File: src/efsr_pkg.sv
// Shared types, constants and helpers for the envelope follower with sample ring.
// Used by every RTL module of the block; depends on nothing.
package efsr_pkg;

  localparam int unsigned RING_DEPTH = 256;
  localparam int unsigned PTR_W      = $clog2(RING_DEPTH);
  localparam int unsigned SAMPLE_W   = 10;
  localparam int unsigned ENV_W      = 11;
  localparam int unsigned CALC_W     = 12;
  localparam int unsigned CFG_IDX_W  = 2;

  typedef logic [PTR_W-1:0]           ptr_t;
  typedef logic [SAMPLE_W-1:0]        sample_t;
  typedef logic signed [ENV_W-1:0]    env_t;
  typedef logic signed [CALC_W-1:0]   calc_t;

  localparam ptr_t LAST_PTR = ptr_t'(RING_DEPTH - 1);

  localparam logic KIND_SAMPLE = 1'b0;
  localparam logic KIND_READ   = 1'b1;

  typedef enum logic [CFG_IDX_W-1:0] {
    REG_DECAY_RATE     = 2'd0,
    REG_TRIGGER_ENABLE = 2'd1,
    REG_TRIGGER_LEVEL  = 2'd2,
    REG_RELEASE_LEVEL  = 2'd3
  } cfg_idx_t;

  typedef struct packed {
    sample_t decay_rate;
    logic    trigger_enable;
    sample_t trigger_level;
    sample_t release_level;
  } cfg_t;

  typedef struct packed {
    env_t envelope;
    logic fired;
  } env_res_t;

  typedef struct packed {
    logic overwrote;
    logic read_valid;
  } ring_res_t;

  function automatic ptr_t ptr_inc(ptr_t p);
    return (p == LAST_PTR) ? '0 : ptr_t'(p + 1'b1);
  endfunction

endpackage

File: src/efsr_env.sv
// Peak envelope tracker with decay and hysteresis trigger.
// Depends on efsr_pkg; updates its state in the cycle a sample request is taken.
module efsr_env (
  input  logic                clk,
  input  logic                rst_n,
  input  efsr_pkg::cfg_t      cfg,
  input  logic                upd,
  input  efsr_pkg::sample_t   sample,
  output efsr_pkg::env_res_t  res
);

  efsr_pkg::env_t  env_r, env_nxt;
  logic            latched_r, latched_nxt;
  efsr_pkg::calc_t smp_ext, env_ext, dec_ext, trig_ext, rel_ext, env_calc;
  logic            fire;

  always_comb begin
    smp_ext  = $signed({{(efsr_pkg::CALC_W - efsr_pkg::SAMPLE_W){1'b0}}, sample});
    env_ext  = $signed({env_r[efsr_pkg::ENV_W-1], env_r});
    dec_ext  = $signed({{(efsr_pkg::CALC_W - efsr_pkg::SAMPLE_W){1'b0}}, cfg.decay_rate});
    trig_ext = $signed({{(efsr_pkg::CALC_W - efsr_pkg::SAMPLE_W){1'b0}}, cfg.trigger_level});
    rel_ext  = $signed({{(efsr_pkg::CALC_W - efsr_pkg::SAMPLE_W){1'b0}}, cfg.release_level});

    // Samples are never negative, so the envelope stays within 11 signed bits.
    env_calc = (smp_ext >= env_ext) ? smp_ext : efsr_pkg::calc_t'(env_ext - dec_ext);

    fire        = 1'b0;
    latched_nxt = latched_r;
    if (cfg.trigger_enable) begin
      if (env_calc >= trig_ext) begin
        fire        = !latched_r;
        latched_nxt = 1'b1;
      end else if (env_calc <= rel_ext) begin
        latched_nxt = 1'b0;
      end
    end

    env_nxt      = env_calc[efsr_pkg::ENV_W-1:0];
    res.envelope = upd ? env_nxt : env_r;
    res.fired    = upd & fire;
  end

  always_ff @(posedge clk) begin
    if (!rst_n) begin
      env_r     <= '0;
      latched_r <= 1'b0;
    end else if (upd) begin
      env_r     <= env_nxt;
      latched_r <= latched_nxt;
    end
  end

endmodule

File: src/efsr_ring.sv
// Overwrite-oldest sample ring: pointers, full flag and sample memory.
// Depends on efsr_pkg; read data is registered and appears in the cycle after the read request.
module efsr_ring (
  input  logic                 clk,
  input  logic                 rst_n,
  input  logic                 wr_req,
  input  logic                 rd_req,
  input  efsr_pkg::sample_t    sample,
  output efsr_pkg::ring_res_t  res,
  output efsr_pkg::sample_t    rd_data
);

  efsr_pkg::sample_t mem_q [efsr_pkg::RING_DEPTH];
  efsr_pkg::ptr_t    wp_r, wp_nxt, rp_r, rp_nxt;
  logic              full_r, full_nxt;
  logic              nonempty, rd_en;

  always_comb begin
    nonempty = full_r || (rp_r != wp_r);
    rd_en    = rd_req && nonempty;
    wp_nxt   = wp_r;
    rp_nxt   = rp_r;
    full_nxt = full_r;
    res.overwrote  = 1'b0;
    res.read_valid = 1'b0;
    if (wr_req) begin
      // A full ring drops its oldest entry to make room.
      res.overwrote = full_r;
      if (full_r) begin
        rp_nxt = efsr_pkg::ptr_inc(rp_r);
      end
      wp_nxt   = efsr_pkg::ptr_inc(wp_r);
      full_nxt = (wp_nxt == rp_nxt);
    end else if (rd_en) begin
      res.read_valid = 1'b1;
      rp_nxt   = efsr_pkg::ptr_inc(rp_r);
      full_nxt = 1'b0;
    end
  end

  always_ff @(posedge clk) begin
    if (!rst_n) begin
      wp_r   <= '0;
      rp_r   <= '0;
      full_r <= 1'b0;
    end else begin
      wp_r   <= wp_nxt;
      rp_r   <= rp_nxt;
      full_r <= full_nxt;
    end
  end

  always_ff @(posedge clk) begin
    if (wr_req) begin
      mem_q[wp_r] <= sample;
    end
  end

  always_ff @(posedge clk) begin
    if (rd_en) begin
      rd_data <= mem_q[rp_r];
    end
  end

endmodule

File: src/envelope_follower_with_sample_ring.sv
// Top level of the envelope follower with sample ring: config registers,
// request stage and output register. Depends on efsr_pkg, efsr_env, efsr_ring.
//
//   channel  | ports                                   | direction
//   ---------+-----------------------------------------+----------
//   request  | in_valid/in_ready, in_kind, in_sample   | in
//   result   | out_valid/out_ready, out_envelope, ...  | out
//   config   | cfg_valid/cfg_ready, cfg_index, cfg_data| in
//
// One request per cycle while in_ready is high; a result is held in the request stage
// and the registered read port of the sample memory, then in the output register.
// Reset is synchronous; the ring comes out empty and needs no clearing pass.
// The request stage and the output register hold two results, so a stalled
// result does not block the next request; config writes are always taken.
module envelope_follower_with_sample_ring (
  input  logic                         clk,
  input  logic                         rst_n,
  input  logic                         in_valid,
  output logic                         in_ready,
  input  logic                         in_kind,
  input  logic [efsr_pkg::SAMPLE_W-1:0] in_sample,
  output logic                         out_valid,
  input  logic                         out_ready,
  output logic signed [efsr_pkg::ENV_W-1:0] out_envelope,
  output logic                         out_trigger_fired,
  output logic [efsr_pkg::SAMPLE_W-1:0] out_read_data,
  output logic                         out_read_valid,
  output logic                         out_overwrote,
  input  logic                         cfg_valid,
  output logic                         cfg_ready,
  input  logic [efsr_pkg::CFG_IDX_W-1:0] cfg_index,
  input  logic [efsr_pkg::SAMPLE_W-1:0] cfg_data
);

  efsr_pkg::cfg_t      cfg_r;
  efsr_pkg::env_res_t  env_res, s1_env_r;
  efsr_pkg::ring_res_t ring_res, s1_ring_r;
  efsr_pkg::sample_t   ring_rd_data;
  logic                acc, acc_smp, acc_rd, s1_go;
  logic                s1_valid_r, s1_valid_nxt, out_valid_r, out_valid_nxt;

  assign cfg_ready = 1'b1;

  always_ff @(posedge clk) begin
    if (!rst_n) begin
      cfg_r.decay_rate     <= efsr_pkg::sample_t'(1);
      cfg_r.trigger_enable <= 1'b0;
      cfg_r.trigger_level  <= '0;
      cfg_r.release_level  <= '0;
    end else if (cfg_valid) begin
      unique case (efsr_pkg::cfg_idx_t'(cfg_index))
        efsr_pkg::REG_DECAY_RATE:     cfg_r.decay_rate     <= cfg_data;
        efsr_pkg::REG_TRIGGER_ENABLE: cfg_r.trigger_enable <= cfg_data[0];
        efsr_pkg::REG_TRIGGER_LEVEL:  cfg_r.trigger_level  <= cfg_data;
        efsr_pkg::REG_RELEASE_LEVEL:  cfg_r.release_level  <= cfg_data;
        default: ;
      endcase
    end
  end

  // The request stage moves on whenever the output register is free or drained.
  assign s1_go    = !out_valid_r || out_ready;
  assign in_ready = !s1_valid_r || s1_go;
  assign acc      = in_valid && in_ready;
  assign acc_smp  = acc && (in_kind == efsr_pkg::KIND_SAMPLE);
  assign acc_rd   = acc && (in_kind == efsr_pkg::KIND_READ);

  efsr_env u_env (
    .clk    (clk),
    .rst_n  (rst_n),
    .cfg    (cfg_r),
    .upd    (acc_smp),
    .sample (in_sample),
    .res    (env_res)
  );

  efsr_ring u_ring (
    .clk     (clk),
    .rst_n   (rst_n),
    .wr_req  (acc_smp),
    .rd_req  (acc_rd),
    .sample  (in_sample),
    .res     (ring_res),
    .rd_data (ring_rd_data)
  );

  always_comb begin
    s1_valid_nxt  = acc ? 1'b1 : (s1_go ? 1'b0 : s1_valid_r);
    out_valid_nxt = s1_go ? s1_valid_r : out_valid_r;
  end

  always_ff @(posedge clk) begin
    if (!rst_n) begin
      s1_valid_r  <= 1'b0;
      out_valid_r <= 1'b0;
    end else begin
      s1_valid_r  <= s1_valid_nxt;
      out_valid_r <= out_valid_nxt;
    end
  end

  always_ff @(posedge clk) begin
    if (acc) begin
      s1_env_r  <= env_res;
      s1_ring_r <= ring_res;
    end
  end

  always_ff @(posedge clk) begin
    if (s1_valid_r && s1_go) begin
      out_envelope      <= s1_env_r.envelope;
      out_trigger_fired <= s1_env_r.fired;
      out_read_data     <= s1_ring_r.read_valid ? ring_rd_data : '0;
      out_read_valid    <= s1_ring_r.read_valid;
      out_overwrote     <= s1_ring_r.overwrote;
    end
  end

  assign out_valid = out_valid_r;

endmodule

File: config.mk
export PLATFORM = sky130hd
export DESIGN_NAME = envelope_follower_with_sample_ring
export DESIGN_NICKNAME = d
export VERILOG_FILES = /design/src/efsr_pkg.sv /design/src/efsr_env.sv /design/src/efsr_ring.sv /design/src/envelope_follower_with_sample_ring.sv
export SDC_FILE = /design/constraint.sdc
export NUM_CORES = 2
export LEC_CHECK = 0
export BUFFER_PORTS_ARGS = -buffer_cell sky130_fd_sc_hd__buf_2
export CAP_MARGIN = 20
export CORE_AREA = 8 8 456 792
export DETAILED_ROUTE_END_ITERATION = 16
export DIE_AREA = 0 0 464 800
export GPL_TIMING_DRIVEN = 0
export PLACE_DENSITY = 0.54
export SETUP_SLACK_MARGIN = 0.4
export SYNTH_ARGS = -nofsm -noshare
export SYNTH_HDL_FRONTEND = slang
export SYNTH_SLANG_ARGS = --single-unit
File: constraint.sdc
create_clock -name clk -period 6.1 [get_ports clk]
set_input_delay 1.525 -clock clk [delete_from_list [all_inputs] [get_ports clk]]
set_output_delay 1.525 -clock clk [all_outputs]
set_load 0.05 [all_outputs]
==> run_results.csv <==
group,metric,value,unit
status,outcome,"finished clean",
setup_path,path_class,"in2reg",
run,max-cap-violations,0,
pwr,leakage,36.5,nW
global_route,grt_pass1_vias,54800,
clock_tree,number_of_h_tree_levels,4,
pwr,clock_power_share,40.2,%
drt,detail_route.wirelength,331000,µm
setup_path,regToRegEndpoint,"u_ring.rd_data[2]$_DFFE_PP_",
logic_synthesis,synth.yosys.seq_area_share,76.2,%
pwr,seq_power_share,54.2,%
timing,hold_viol,0,
setup_path,worst-endpoint-required,6790,ps
drt,viasPerCell,5.09,
layout,multiInputGateArea,23100,µm²
timing,setup_viol,0,
placed_design,placed_cell_area,112000,µm²
die,floorplan.rows,288,
timing,timing_max_transition_violations_final,0,
timing,fin_skew,50.4,ps
logic_synthesis,post_synth_edffs,2608,
clock_tree,clk_latency,920,ps
layout,final_net_count,5440,
logic_synthesis,syn_area_per_cell,21.0,µm²
logic_synthesis,syn_area,104000,µm²
layout,drive_above_1_share,24.5,%
setup_path,cp-start-kind,"input pin",
logic_synthesis,asyncSetResetFlopFracSynth,0,%
clock_tree,tritoncts.num_buffers,224,
logic_synthesis,synth.yosys.warnings,0,
placed_design,place_congestion,0.942,
global_route,largest_net_degree_at_the_start_of_global_routing,135,
setup_path,timing.rr.start,"u_ring.rp_r[4]$_SDFFE_PN0P_",
layout,final_design_area_no_fill,120000,µm²
die,coreArea,351000,µm²
placed_design,dp_hpwl,236000,µm
logic_synthesis,synth_fp_nets,5043,
layout,final_cell_mix,"sky130_fd_sc_hd__edfxtp_1 (2608), sky130_fd_sc_hd__mux4_2 (640), sky130_fd_sc_hd__nor2_1 (301)",
worst_hold_path,holdPathEnd,"out_envelope[2]$_DFFE_PP_",
timing,final.period_utilization,88.5,%
worst_hold_path,timing.hold.worst_path_depth,0,
layout,post-route-util,34.2,%
worst_hold_path,hold_path_startpoint,"s1_env_r[3]$_DFFE_PP_",
setup_path,end_kind,"register",
timing,rsz_0062_raised_after_global_routing,"false",
timing,min_period,5400,ps
setup_path,rr_worst_depth,8,
timing,maxClockFrequency,0.185,GHz
timing,worstMarginPinSlew,1220,ps
clock_tree,tritoncts,"yes",
pwr,power.switching_fraction,21.6,%
global_route,global_route_total_overflow,0,
drt,wl_per_cell,32.4,µm
timing,max_slew_margin,18.1,%
layout,seqCellArea,79600,µm²
pwr,netSwitchingPower,0.00804,W
drt,drc,0,
die,die_height,800,µm
drt,dr.first_iter.drc_count,5650,
clock_tree,total_clock_sinks,2670,
logic_synthesis,syn-instance-count,4969,
drt,final_antenna_net_count,0,
global_route,total_routing_resource_utilization_after_global_routing,17.2,%
clock_tree,clk_pin_slew,70,ps
logic_synthesis,ys_dominant_reg_cell,"sky130_fd_sc_hd__edfxtp_1",
drt,via_count,51900,
setup_path,reg_to_reg_setup_timing_slack,1110,ps
pwr,cellPowerDensity,311,nW/µm²
pwr,combinationalPowerShare,5.6,%
worst_hold_path,hp-class,"reg2reg",
global_route,grt_antenna_before_repair,7,
layout,layout.cells.most_common,"sky130_fd_sc_hd__edfxtp_1",
layout,fillCellCount,32600,
setup_path,crit_fanout,126,
layout,area_growth,14.7,%
drt,drt_first_pass_iters,6,
die,dieWidth,464,µm
die,fp.dieArea,371000,µm²
logic_synthesis,count_of_state_elements_after_synthesis,2670,
die,top_level_ports,55,
pwr,internal-power,0.0292,W
clock_tree,clk_path_buf_depth,4,
clock_tree,cts_root_buf,"sky130_fd_sc_hd__clkbuf_16",
die,initial_utilization,29.8,%
pwr,max-vdd-ir-drop,0.221,mV
placed_design,port_buffers,52,
global_route,grt_first_pass_wirelength,449000,µm
logic_synthesis,synth_cell_types,72,
setup_path,timing.critical_path.arrival,6090,ps
==> worst max-delay path, cell delays in order <==
cell and delay (ps):
sky130_fd_sc_hd__buf_12 390, sky130_fd_sc_hd__buf_16 350, sky130_fd_sc_hd__ha_1 220, sky130_fd_sc_hd__nand2_1 50, sky130_fd_sc_hd__o21ai_0 280, sky130_fd_sc_hd__a41oi_1 210
sky130_fd_sc_hd__o21ai_2 420, sky130_fd_sc_hd__buf_6 230, sky130_fd_sc_hd__mux2i_1 410, sky130_fd_sc_hd__inv_1 140, sky130_fd_sc_hd__ha_1 330, sky130_fd_sc_hd__o211ai_1 90
sky130_fd_sc_hd__nor2_1 120, sky130_fd_sc_hd__nand3_1 90, sky130_fd_sc_hd__or4_1 470, sky130_fd_sc_hd__o311ai_0 120, sky130_fd_sc_hd__a22oi_1 140, sky130_fd_sc_hd__nor2_1 220
==> what timing repair did <==
action / 4_1_cts / 5_1_grt
setup endpoints to repair: 2 / 1
gates cloned: 0 / 1
hold buffers: 0 / 0
gates resized for setup: 2 / 0
buffers inserted: 0 / 0
==> registers in the layout, indices dropped and copies added, names as in the netlist <==
register           count
u_ring.mem_q        2560
cfg_r                 31
s1_env_r              12
out_envelope          11
u_env.env_r           11
out_read_data         10
u_ring.rd_data        10
u_ring.rp_r            8
u_ring.wp_r            8
s1_ring_r              2
out_overwrote          1
out_read_valid         1
out_trigger_fired      1
out_valid              1
s1_valid_r             1
u_env.latched_r        1
u_ring.full_r          1
==> worst max-delay path by stage <==
stage | startpoint | depth (start not counted) | endpoint
5_1_grt | in_sample[2] | 17 | s1_env_r[0]$_DFFE_PP_
6_report | in_sample[2] | 18 | s1_env_r[0]$_DFFE_PP_
2_1_floorplan | in_sample[4] | 15 | s1_env_r[0]$_DFFE_PP_
3_5_place_dp | in_sample[2] | 17 | s1_env_r[0]$_DFFE_PP_
3_3_place_gp | in_sample[2] | 16 | s1_env_r[0]$_DFFE_PP_
4_1_cts | in_sample[2] | 17 | s1_env_r[0]$_DFFE_PP_
==> synth_stat cells (all sizes together), types with 9 or more instances <==
master	number	area [µm²]
mux2i	195	1950
nor2	305	1140
nor2b	34	213
nand4	19	119
a31oi	12	75.1
a21o	9	67.6
and3	10	62.6
clkbuf	95	364
buf	179	1300
nand2	168	631
xor2	16	140
and2	28	175
a211oi	25	188
ha	45	563
o22ai	76	475
o211ai	10	75.1
a311oi	9	78.8
dfxtp	62	1240
inv	48	180
edfxtp	2608	78300
a21boi	25	188
a22oi	75	563
mux2	29	342
a21oi	28	140
mux4	640	14400
nand3	71	355
o21ai	24	124
nor3	22	120
xnor2	17	149
==> layer usage <==
| metal | GRT usage [%] | wire length (µm) | up-vias |
|---|---|---|---|
| met4 | 12.7 | 30200 | 4 |
| met2 | 32.3 | 178000 | 1932 |
| met5 | 0 | 26 | - |
| met3 | 2.19 | 16000 | 710 |
| met1 | 17.2 | 107000 | 27900 |
| li1 | - | - | 21400 |
==> through the flow <==
stage / worst slack [ps] / cells / power, W / hold WS, ps / setup TNS [ps]
floorplan: 1570 / 4969 / 0.0217 / 400 / 0
global placement: -3640 / 9661 / 0.0227 / 406 / -497810
detailed placement: -894 / 9745 / 0.0227 / 405 / -1610
CTS: 456 / 10200 / 0.0375 / 414 / 0
global route: 499 / 10200 / 0.0381 / 423 / 0
finish: 699 / 10200 / 0.0372 / 412 / 0
==> kinds of logic after synthesis <==
group           Yosys count  synth area share (%)
other cells               1               0.00359
flops                  2670                  76.2
mux                     864                  16.0
xor+xnor                 33                 0.277
buf+inv                 322                  1.76
simple gates            688                  2.91
fa+ha+maj                46                 0.558
compound gates          345                  2.34
==> final cells by class <==
class                           instances  share of cell area (%)
Sequential cell                      2670                    66.4
Multi-Input combinational cell       1977                    19.3
Clock buffer                          272                    4.93
Tap cell                             4640                    4.85
Timing Repair Buffer                  171                    1.72
Buffer                                274                    1.40
Clock inverter                        133                    1.23
Inverter                               48                   0.150
Antenna cell                            6                  0.0125
==> power by group through the flow <==
stage	logic, W	registers [W]	clock network [W]
after detailed placement	0.00209	0.0206	0
final	0.00207	0.0202	0.0150
after floorplan	0.00110	0.0206	0
after CTS	0.00210	0.0202	0.0152
after global placement	0.00201	0.0207	0
after global routing	0.00217	0.0202	0.0157
Note: power is estimated with default switching activity, not from simulation.
